### src/sv/lts_pkg.sv
// Package for the lottery ticket scheduler: sizes, codes and sequencer states.
`default_nettype none
package lts_pkg;

    localparam int MAX_PROCS = 32;
    localparam int HEAD_SLOT = MAX_PROCS;
    localparam int TAIL_SLOT = MAX_PROCS + 1;
    localparam int LINK_W    = $clog2(MAX_PROCS + 2);
    localparam int IDX_W     = $clog2(MAX_PROCS);
    localparam int STEP_W    = $clog2(MAX_PROCS + 1);
    localparam int ID_W      = 5;
    localparam int TICK_W    = 16;
    localparam int TOTAL_W   = 21;

    typedef enum logic [1:0] {
        CMD_INSERT = 2'd0,
        CMD_DRAW   = 2'd1,
        CMD_REMOVE = 2'd2,
        CMD_NOP    = 2'd3
    } t_cmd;

    typedef enum logic [1:0] {
        STS_OK         = 2'd0,
        STS_BAD_ID     = 2'd1,
        STS_DUP_ABSENT = 2'd2,
        STS_RANGE      = 2'd3
    } t_status;

    typedef enum logic [2:0] {
        ST_IDLE,
        ST_START,
        ST_WALK_INS,
        ST_LINK_A,
        ST_LINK_B,
        ST_WALK_DRAW,
        ST_UNLINK,
        ST_FINISH
    } t_state;

endpackage
`default_nettype wire

### src/sv/lottery_ticket_scheduler_top.sv
// Lottery ticket scheduler: ordered ready list, list walker and result register.
//
//  channel | direction | handshake           | word
//  --------+-----------+---------------------+------------------------------------------
//  in      | input     | i_valid / o_ready   | i_cmd, i_proc_id, i_tickets, i_random_value
//  out     | output    | o_valid / i_ready   | o_status, o_winner_id, o_ticket_total
//
// One word at a time. Insert runs START, the walk, LINK_A, LINK_B and FINISH; draw runs START,
// the walk, UNLINK and FINISH; a remove that unlinks runs START, UNLINK and FINISH, the rest
// START and FINISH. The walk checks one entry per cycle, tail included, set by the registered
// read of the link/ticket memories. Reset clears the flags, the head/tail links and the total.
// The next word is taken while a result waits in the output register; a stalled
// result holds the sequencer in its last state until the register frees.
`default_nettype none
module lottery_ticket_scheduler_top (
    input  wire logic                        i_clk,
    input  wire logic                        i_rst_n,
    input  wire logic                        i_valid,
    output logic                             o_ready,
    input  wire logic [1:0]                  i_cmd,
    input  wire logic [lts_pkg::ID_W-1:0]    i_proc_id,
    input  wire logic [lts_pkg::TICK_W-1:0]  i_tickets,
    input  wire logic [lts_pkg::TOTAL_W-1:0] i_random_value,
    output logic                             o_valid,
    input  wire logic                        i_ready,
    output logic [1:0]                       o_status,
    output logic [lts_pkg::ID_W-1:0]         o_winner_id,
    output logic [lts_pkg::TOTAL_W-1:0]      o_ticket_total
);

    localparam int LW = lts_pkg::LINK_W;
    localparam int IW = lts_pkg::IDX_W;
    localparam int SW = lts_pkg::STEP_W;
    localparam int TW = lts_pkg::TICK_W;
    localparam int AW = lts_pkg::TOTAL_W;
    localparam int DW = lts_pkg::ID_W;
    localparam int NP = lts_pkg::MAX_PROCS;

    localparam logic [LW-1:0] HEAD = LW'(lts_pkg::HEAD_SLOT);
    localparam logic [LW-1:0] TAIL = LW'(lts_pkg::TAIL_SLOT);
    localparam logic [AW:0]   TOTAL_MAX = {1'b0, {AW{1'b1}}};

    // link and ticket memories for process slots; sentinel links live in registers
    logic [TW-1:0] r_tick_mem [NP];
    logic [LW-1:0] r_next_mem [NP];
    logic [LW-1:0] r_prev_mem [NP];
    logic [TW-1:0] r_tick_q;
    logic [LW-1:0] r_next_q;
    logic [LW-1:0] r_prev_q;

    lts_pkg::t_state  r_state, n_state;
    lts_pkg::t_cmd    r_cmd, n_cmd;
    lts_pkg::t_status r_status, n_status;
    logic [DW-1:0]    r_id, n_id;
    logic [TW-1:0]    r_key, n_key;
    logic [AW-1:0]    r_rnd, n_rnd;
    logic [LW-1:0]    r_cur, n_cur;
    logic [LW-1:0]    r_p, n_p;
    logic [SW-1:0]    r_steps, n_steps;
    logic [AW-1:0]    r_sum, n_sum;
    logic [DW-1:0]    r_winner, n_winner;
    logic [AW-1:0]    r_total, n_total;
    logic [NP-1:0]    r_queued, n_queued;
    logic [LW-1:0]    r_head_next, n_head_next;
    logic [LW-1:0]    r_tail_prev, n_tail_prev;
    logic             r_out_valid, n_out_valid;
    logic [1:0]       r_o_status, n_o_status;
    logic [DW-1:0]    r_o_winner, n_o_winner;
    logic [AW-1:0]    r_o_total, n_o_total;

    logic [LW-1:0] rd_addr;
    logic          tk_we;
    logic          nx_we;
    logic [IW-1:0] nx_waddr;
    logic [LW-1:0] nx_wdata;
    logic          pv_we;
    logic [IW-1:0] pv_waddr;
    logic [LW-1:0] pv_wdata;

    logic          cur_is_proc;
    logic          id_bad;
    logic          ins_go_on;
    logic [AW:0]   ins_total;
    logic [AW-1:0] sum_add;
    logic [LW-1:0] id_link;

    assign id_link     = LW'(r_id);
    assign cur_is_proc = (r_cur < HEAD);
    assign id_bad      = (id_link >= HEAD);
    assign ins_total   = {1'b0, r_total} + (AW + 1)'(r_key);
    assign sum_add     = r_sum + AW'(r_tick_q);
    // keep walking past larger counts, and past equal counts of lower id
    assign ins_go_on   = cur_is_proc && (r_steps != SW'(NP)) &&
                         ((r_tick_q > r_key) || ((r_tick_q == r_key) && (r_cur < id_link)));

    always_ff @(posedge i_clk) begin
        if (tk_we) begin
            r_tick_mem[r_id[IW-1:0]] <= r_key;
        end
        if (nx_we) begin
            r_next_mem[nx_waddr] <= nx_wdata;
        end
        if (pv_we) begin
            r_prev_mem[pv_waddr] <= pv_wdata;
        end
        r_tick_q <= r_tick_mem[rd_addr[IW-1:0]];
        r_next_q <= r_next_mem[rd_addr[IW-1:0]];
        r_prev_q <= r_prev_mem[rd_addr[IW-1:0]];
    end

    always_ff @(posedge i_clk) begin
        if (!i_rst_n) begin
            r_state     <= lts_pkg::ST_IDLE;
            r_queued    <= '0;
            r_head_next <= TAIL;
            r_tail_prev <= HEAD;
            r_total     <= '0;
            r_out_valid <= 1'b0;
        end else begin
            r_state     <= n_state;
            r_queued    <= n_queued;
            r_head_next <= n_head_next;
            r_tail_prev <= n_tail_prev;
            r_total     <= n_total;
            r_out_valid <= n_out_valid;
        end
    end

    always_ff @(posedge i_clk) begin
        r_cmd      <= n_cmd;
        r_status   <= n_status;
        r_id       <= n_id;
        r_key      <= n_key;
        r_rnd      <= n_rnd;
        r_cur      <= n_cur;
        r_p        <= n_p;
        r_steps    <= n_steps;
        r_sum      <= n_sum;
        r_winner   <= n_winner;
        r_o_status <= n_o_status;
        r_o_winner <= n_o_winner;
        r_o_total  <= n_o_total;
    end

    always_comb begin
        n_state     = r_state;
        n_cmd       = r_cmd;
        n_status    = r_status;
        n_id        = r_id;
        n_key       = r_key;
        n_rnd       = r_rnd;
        n_cur       = r_cur;
        n_p         = r_p;
        n_steps     = r_steps;
        n_sum       = r_sum;
        n_winner    = r_winner;
        n_total     = r_total;
        n_queued    = r_queued;
        n_head_next = r_head_next;
        n_tail_prev = r_tail_prev;
        n_out_valid = r_out_valid && !i_ready;
        n_o_status  = r_o_status;
        n_o_winner  = r_o_winner;
        n_o_total   = r_o_total;
        rd_addr     = r_cur;
        tk_we       = 1'b0;
        nx_we       = 1'b0;
        nx_waddr    = r_id[IW-1:0];
        nx_wdata    = r_cur;
        pv_we       = 1'b0;
        pv_waddr    = r_id[IW-1:0];
        pv_wdata    = r_p;
        o_ready     = 1'b0;

        case (r_state)
            lts_pkg::ST_IDLE: begin
                o_ready = 1'b1;
                if (i_valid) begin
                    n_cmd   = lts_pkg::t_cmd'(i_cmd);
                    n_id    = i_proc_id;
                    n_key   = i_tickets;
                    n_rnd   = i_random_value;
                    n_state = lts_pkg::ST_START;
                end
            end
            lts_pkg::ST_START: begin
                n_status = lts_pkg::STS_OK;
                n_winner = '0;
                n_steps  = '0;
                n_sum    = '0;
                n_state  = lts_pkg::ST_FINISH;
                case (r_cmd)
                    lts_pkg::CMD_INSERT: begin
                        if (id_bad) begin
                            n_status = lts_pkg::STS_BAD_ID;
                        end else if (r_queued[r_id[IW-1:0]]) begin
                            n_status = lts_pkg::STS_DUP_ABSENT;
                        end else if (ins_total > TOTAL_MAX) begin
                            n_status = lts_pkg::STS_RANGE;
                        end else begin
                            n_cur   = r_head_next;
                            rd_addr = r_head_next;
                            n_state = lts_pkg::ST_WALK_INS;
                        end
                    end
                    lts_pkg::CMD_DRAW: begin
                        if (r_rnd >= r_total) begin
                            n_status = lts_pkg::STS_RANGE;
                        end else begin
                            n_cur   = r_head_next;
                            rd_addr = r_head_next;
                            n_state = lts_pkg::ST_WALK_DRAW;
                        end
                    end
                    lts_pkg::CMD_REMOVE: begin
                        if (id_bad) begin
                            n_status = lts_pkg::STS_BAD_ID;
                        end else if (!r_queued[r_id[IW-1:0]]) begin
                            n_status = lts_pkg::STS_DUP_ABSENT;
                        end else begin
                            n_cur   = id_link;
                            rd_addr = id_link;
                            n_state = lts_pkg::ST_UNLINK;
                        end
                    end
                    default: begin
                    end
                endcase
            end
            lts_pkg::ST_WALK_INS: begin
                if (ins_go_on) begin
                    n_cur   = r_next_q;
                    rd_addr = r_next_q;
                    n_steps = r_steps + SW'(1);
                end else begin
                    n_p     = cur_is_proc ? r_prev_q : r_tail_prev;
                    n_state = lts_pkg::ST_LINK_A;
                end
            end
            lts_pkg::ST_LINK_A: begin
                // own links and ticket count of the new entry, plus sentinel links
                tk_we    = 1'b1;
                nx_we    = 1'b1;
                nx_waddr = r_id[IW-1:0];
                nx_wdata = r_cur;
                pv_we    = 1'b1;
                pv_waddr = r_id[IW-1:0];
                pv_wdata = r_p;
                if (r_p == HEAD) begin
                    n_head_next = id_link;
                end
                if (r_cur == TAIL) begin
                    n_tail_prev = id_link;
                end
                n_state = lts_pkg::ST_LINK_B;
            end
            lts_pkg::ST_LINK_B: begin
                nx_we    = (r_p < HEAD);
                nx_waddr = r_p[IW-1:0];
                nx_wdata = id_link;
                pv_we    = cur_is_proc;
                pv_waddr = r_cur[IW-1:0];
                pv_wdata = id_link;
                n_queued[r_id[IW-1:0]] = 1'b1;
                n_total  = ins_total[AW-1:0];
                n_state  = lts_pkg::ST_FINISH;
            end
            lts_pkg::ST_WALK_DRAW: begin
                if (!cur_is_proc || (r_steps == SW'(NP))) begin
                    n_status = lts_pkg::STS_RANGE;
                    n_state  = lts_pkg::ST_FINISH;
                end else if (sum_add > r_rnd) begin
                    // hold the read address so the winner's links are on hand next
                    n_winner = r_cur[DW-1:0];
                    n_state  = lts_pkg::ST_UNLINK;
                end else begin
                    n_sum   = sum_add;
                    n_cur   = r_next_q;
                    rd_addr = r_next_q;
                    n_steps = r_steps + SW'(1);
                end
            end
            lts_pkg::ST_UNLINK: begin
                if (r_prev_q == HEAD) begin
                    n_head_next = r_next_q;
                end else begin
                    nx_we    = 1'b1;
                    nx_waddr = r_prev_q[IW-1:0];
                    nx_wdata = r_next_q;
                end
                if (r_next_q == TAIL) begin
                    n_tail_prev = r_prev_q;
                end else begin
                    pv_we    = 1'b1;
                    pv_waddr = r_next_q[IW-1:0];
                    pv_wdata = r_prev_q;
                end
                n_queued[r_cur[IW-1:0]] = 1'b0;
                n_total = r_total - AW'(r_tick_q);
                n_state = lts_pkg::ST_FINISH;
            end
            lts_pkg::ST_FINISH: begin
                if (!r_out_valid || i_ready) begin
                    n_out_valid = 1'b1;
                    n_o_status  = r_status;
                    n_o_winner  = r_winner;
                    n_o_total   = r_total;
                    n_state     = lts_pkg::ST_IDLE;
                end
            end
            default: begin
                n_state = lts_pkg::ST_IDLE;
            end
        endcase
    end

    assign o_valid        = r_out_valid;
    assign o_status       = r_o_status;
    assign o_winner_id    = r_o_winner;
    assign o_ticket_total = r_o_total;

    a_accept_starts: assert property (@(posedge i_clk) disable iff (!i_rst_n)
        (i_valid && o_ready) |=> (r_state == lts_pkg::ST_START))
        else $error("accepted word did not start the sequencer");

    a_insert_not_queued: assert property (@(posedge i_clk) disable iff (!i_rst_n)
        (r_state == lts_pkg::ST_LINK_B) |-> !r_queued[r_id[IW-1:0]])
        else $error("linking a slot that is already queued");

    a_unlink_queued: assert property (@(posedge i_clk) disable iff (!i_rst_n)
        (r_state == lts_pkg::ST_UNLINK) |-> r_queued[r_cur[IW-1:0]])
        else $error("unlinking a slot that is not queued");

    a_empty_list: assert property (@(posedge i_clk) disable iff (!i_rst_n)
        (r_head_next == TAIL) |-> ((r_queued == '0) && (r_total == '0)))
        else $error("empty list with queued flags or tickets left");

    a_finish_holds: assert property (@(posedge i_clk) disable iff (!i_rst_n)
        ((r_state == lts_pkg::ST_FINISH) && r_out_valid && !i_ready)
        |=> (r_state == lts_pkg::ST_FINISH))
        else $error("result dropped while output register was full");

endmodule
`default_nettype wire

### config.mk
export PLATFORM = sky130hd
export DESIGN_NAME = lottery_ticket_scheduler_top
export DESIGN_NICKNAME = d
export VERILOG_FILES = /design/src/sv/lts_pkg.sv /design/src/sv/lottery_ticket_scheduler_top.sv
export SDC_FILE = /design/constraint.sdc
export NUM_CORES = 2
export LEC_CHECK = 0
export BUFFER_PORTS_ARGS = -buffer_cell sky130_fd_sc_hd__buf_2
export CAP_MARGIN = 0
export CELL_PAD_IN_SITES_DETAIL_PLACEMENT = 1
export CELL_PAD_IN_SITES_GLOBAL_PLACEMENT = 1
export CORE_MARGIN = 5
export CORE_UTILIZATION = 52
export CTS_CLUSTER_SIZE = 30
export DETAILED_ROUTE_END_ITERATION = 6
export GPL_ROUTABILITY_DRIVEN = 0
export HOLD_SLACK_MARGIN = 0.08
export PLACE_DENSITY_LB_ADDON = 0.1
export SLEW_MARGIN = 20
export SYNTH_ARGS = -nofsm -noshare
export SYNTH_HDL_FRONTEND = slang
export SYNTH_SLANG_ARGS = --single-unit
### constraint.sdc
create_clock -name i_clk -period 8.83 [get_ports i_clk]
set_input_delay 0.4415 -clock i_clk [delete_from_list [all_inputs] [get_ports i_clk]]
set_output_delay 0.4415 -clock i_clk [all_outputs]
set_load 0.005 [all_outputs]
==> reports/qor.txt <==
================================================================================
Antenna Nets Post-Route                                                        0
Chip Height                                                               315 um
Worst max-slew margin expressed relative to the limit                      0.170
Setup violations, final                                                        0
TritonCTS buffer count                                                       114
Number of instances in the synthesized netlist                              3848
Ratio of cells with drive above 1 in the final layout                      0.114
Launching element type of the critical path                                 flop
Number of inserted filler cells in the final layout                         9038
CTS tree                                                                     yes
Net count after synthesis                                                   4015
Count of input and output buffers                                             77
Crit. End Element                                                           flop
Number of nets in the final layout                                          4136
Fraction of the cycle the final worst path needs                           0.939
Core Footprint                                                        0.0919 mm2
RSZ-0062 raised after global routing                                       false
Maximum number of buffers from clock root to sink                              3
Worst EP required                                                        9.38 ns
H-tree depth                                                                   3
Number of pins with negative max-slew slack in the final report                0
Post-Route Hold Slack                                                   0.176 ns
IR Drop Worst-Case VDD                                                    399 uV
Clock transition at the registers of the reported paths                  0.06 ns
Number of enable-type register cells in the synthesized netlist             1009
Final critical delay including setup and external delays                 8.29 ns
Seq/Total Area, Yosys                                                      0.670
Measured slew at the worst slew-check pin                                1.24 ns
Hold depth                                                                     3
Largest clock skew in the final design                                 0.0303 ns
Horizontal die dimension                                                  315 um
Global Route Usage Sum                                                     0.310
Leakage dissipation                                                      18.9 nW
Total design power                                                      0.0199 W
Share of synthesized flip-flops with an asynchronous set or reset              0
Post-synthesis register bit count                                           1111
CTS resizes                                                                    0
Run status                                                          finished clean
DIE AREA                                                              0.0990 mm2
Maximum number of pins on one net before global-route repair                 127
Post-Synthesis Mean Instance Area                                       12.5 um2
Routed vias                                                                34012
Cell count of the worst reg-to-reg path                                       30
Library cells used by synthesis                                               83
First-pass GRT wire length                                             230000 um
YS warnings                                                                    0
Area of the mapped netlist                                            0.0483 mm2
Number of clock sinks seen by CTS                                           1111
Starting density of the core                                               0.525
Worst Path Class, Setup                                             flop to flop
Slowest cell on the critical path                                   sky130_fd_sc_hd__buf_4
Maximum frequency from static timing analysis                            121 MHz
Final HPWL from detailed placement                                     100000 um
Max-cap check violation count                                                  0
Flip-flop cell with the highest count after synthesis               sky130_fd_sc_hd__edfxtp_1
Final global-route overflow total                                              0
Via count of the first global-routing pass                                 35138
Slowest cell delay on critical path                                      0.85 ns
Power Density                                                         365 mW/mm2
DRC violation count after routing                                              0
Drt wl/cell                                                              29.4 um
Worst-Skew Late Latency                                                  0.72 ns
DRT Wirelength                                                         156000 um
Total iterations of the first detailed-routing run                             6
Critical path data arrival time                                          8.84 ns
Initial antenna violation count                                                2
Sum of negative setup slack                                                 0 ns
Drt initial violations                                                      3980
Number of standard-cell rows in the floorplan                                111
Vias per std cell                                                           6.40
Most frequent cell on the critical path                             sky130_fd_sc_hd__o21ai_0
Synth-to-layout area growth                                                12.8%
Final Hold Viols                                                               0
Cell chosen for the clock root                                      sky130_fd_sc_hd__clkbuf_16
Kind of path behind the tightest hold check                         input pin to flop
Count of boundary I/O pins                                                    78
Worst-path fanout max                                                         85
Setup repair bufs after CTS                                                    0
================================================================================
[kinds of logic after synthesis]
kind of cell / count (synthesis) / share of synthesized area
and+or+nand+nor: 1337 / 0.127
DFF: 1111 / 0.670
muxes: 128 / 0.0298
adders and majority gates: 119 / 0.0313
buffers and inverters: 333 / 0.0286
AOI/OAI and AO/OA: 778 / 0.105
xor gates and xnor gates: 42 / 0.00762
[routing by layer]
metal / part of all wire / global-route usage / up-vias / wire [um]
li1: - / - / 14743 / -
met1: 0.40 / 0.409 / 17445 / 62800
met2: 0.48 / 0.515 / 1438 / 75100
met3: 0.071 / 0.0519 / 382 / 11000
met4: 0.045 / 0.124 / 4 / 7090
met5: 0.00020 / 0 / - / 31
[cell usage after synthesis, types with 13 or more instances]
master | number | area, um2
sky130_fd_sc_hd__ha_1 | 116 | 1450
sky130_fd_sc_hd__and3_1 | 40 | 250
sky130_fd_sc_hd__a21oi_1 | 192 | 961
sky130_fd_sc_hd__dfxtp_1 | 102 | 2040
sky130_fd_sc_hd__a21o_1 | 17 | 128
sky130_fd_sc_hd__buf_1 | 14 | 52.6
sky130_fd_sc_hd__nand3_1 | 214 | 1070
sky130_fd_sc_hd__buf_2 | 52 | 260
sky130_fd_sc_hd__nor2b_1 | 28 | 175
sky130_fd_sc_hd__nand2b_1 | 13 | 81.3
sky130_fd_sc_hd__edfxtp_1 | 1009 | 30300
sky130_fd_sc_hd__or3_1 | 15 | 93.8
sky130_fd_sc_hd__a21boi_0 | 24 | 180
sky130_fd_sc_hd__a221oi_1 | 13 | 114
sky130_fd_sc_hd__o22a_1 | 29 | 254
sky130_fd_sc_hd__mux2i_1 | 64 | 641
sky130_fd_sc_hd__nand4_1 | 39 | 244
sky130_fd_sc_hd__clkbuf_1 | 138 | 518
sky130_fd_sc_hd__inv_1 | 114 | 428
sky130_fd_sc_hd__xnor2_1 | 26 | 228
sky130_fd_sc_hd__o31ai_1 | 33 | 248
sky130_fd_sc_hd__xor2_1 | 16 | 140
sky130_fd_sc_hd__a211oi_1 | 39 | 293
sky130_fd_sc_hd__o21ai_0 | 124 | 621
sky130_fd_sc_hd__a22oi_1 | 67 | 503
sky130_fd_sc_hd__nor3_1 | 107 | 536
sky130_fd_sc_hd__mux2_2 | 58 | 653
sky130_fd_sc_hd__nor2_1 | 182 | 683
sky130_fd_sc_hd__o22ai_1 | 52 | 325
sky130_fd_sc_hd__nor4_1 | 33 | 206
sky130_fd_sc_hd__a31oi_1 | 89 | 557
sky130_fd_sc_hd__and2_1 | 44 | 275
sky130_fd_sc_hd__nand2_1 | 586 | 2200
[cell usage in the layout, fill, tap and decap left out, types with 15 or more instances in the layout]
master	instances
sky130_fd_sc_hd__edfxtp_1	1009
sky130_fd_sc_hd__nor2b_1	25
sky130_fd_sc_hd__inv_1	114
sky130_fd_sc_hd__nand3_1	214
sky130_fd_sc_hd__o31ai_1	33
sky130_fd_sc_hd__a211oi_1	39
sky130_fd_sc_hd__clkinv_2	19
sky130_fd_sc_hd__ha_1	116
sky130_fd_sc_hd__xnor2_1	26
sky130_fd_sc_hd__nor2_1	167
sky130_fd_sc_hd__mux2i_1	64
sky130_fd_sc_hd__nand2_1	586
sky130_fd_sc_hd__mux2_2	58
sky130_fd_sc_hd__a31oi_1	89
sky130_fd_sc_hd__or3_1	15
sky130_fd_sc_hd__nor3_1	107
sky130_fd_sc_hd__xor2_1	16
sky130_fd_sc_hd__buf_2	77
sky130_fd_sc_hd__clkinv_1	30
sky130_fd_sc_hd__a21o_1	17
sky130_fd_sc_hd__clkbuf_16	116
sky130_fd_sc_hd__nor4_1	33
sky130_fd_sc_hd__a21boi_0	24
sky130_fd_sc_hd__buf_4	91
sky130_fd_sc_hd__a21oi_1	181
sky130_fd_sc_hd__a22oi_1	67
sky130_fd_sc_hd__o22a_1	29
sky130_fd_sc_hd__o21ai_0	124
sky130_fd_sc_hd__o22ai_1	52
sky130_fd_sc_hd__nand4_1	39
sky130_fd_sc_hd__dlygate4sd3_1	45
sky130_fd_sc_hd__and3_1	40
sky130_fd_sc_hd__clkbuf_1	21
sky130_fd_sc_hd__dfxtp_1	101
sky130_fd_sc_hd__and2_1	41
[critical path, delay by kind of cell, from the launching register on]
kind / cells / cell delay, ns
AO/OA/AOI/OAI: 16 / 4.29
AND/OR/NAND/NOR: 8 / 1.54
buffers and inverters: 3 / 1.09
adder cells (fa/ha/maj): 3 / 0.77
flip-flops: 1 / 0.39
[sequential cells by signal, summed over array words and instances, names as in the netlist, 16 cells and up]
| signal | cells |
|---|---|
| r_queued | 32 |
| r_rnd | 21 |
| r_tick_mem | 512 |
| r_sum | 21 |
| r_next_mem | 192 |
| r_tick_q | 16 |
| r_prev_mem | 192 |
| r_total | 21 |
| r_key | 16 |
| o_ticket_total | 21 |
[final cells by class]
type                    count  area [um2]  area share
inverters                 118         460     0.00845
well taps                1243        1560      0.0286
repair buffers            220        1650      0.0303
clock buffers             145        3090      0.0568
flip-flops and latches   1111       32300       0.594
multi-input cells        2404       14800       0.271
diodes                      1        2.50   0.0000459
clock inverters            70         586      0.0108
[final timing paths]
kind                            slack, ns             end         from
worst max-delay path                 0.54     r_tick_q[1]     r_sum[0]
worst min-delay path                 0.18      r_state[0]      i_valid
worst max register to register       0.54     r_tick_q[1]     r_sum[0]
worst min register to register       0.42  o_winner_id[2]  r_winner[2]
[what timing repair did]
item,CTS,global route
endpoints found under the hold margin,45,0
endpoints found under the setup margin,0,0
hold buffers,45,0
[power breakdown]
| part | internal (W) | total [W] | switching (W) | leakage (nW) |
|---|---|---|---|---|
| Clock | 0.00270 | 0.00477 | 0.00207 | 1.78 |
| Combinational | 0.00244 | 0.00812 | 0.00568 | 7.18 |
| Sequential | 0.00653 | 0.00697 | 0.000440 | 9.97 |
| Total | 0.0117 | 0.0199 | 0.00819 | 18.9 |
[metrics by stage]
| stage | std cells | utilization | setup slack, ns | area [um2] |
|---|---|---|---|---|
| 2_1_floorplan | 3848 | - | 2.43 | 48300 |
| 3_3_place_gp | 5050 | 0.547 | 1.10 | 50300 |
| 3_5_place_dp | 5050 | 0.547 | 0.717 | 50300 |
| 4_1_cts | 5310 | 0.592 | 0.676 | 54400 |
| 5_1_grt | 5311 | 0.592 | 0.0772 | 54500 |
| 6_report | 5312 | 0.592 | 0.535 | 54500 |
(Power assumes the default switching activity.)
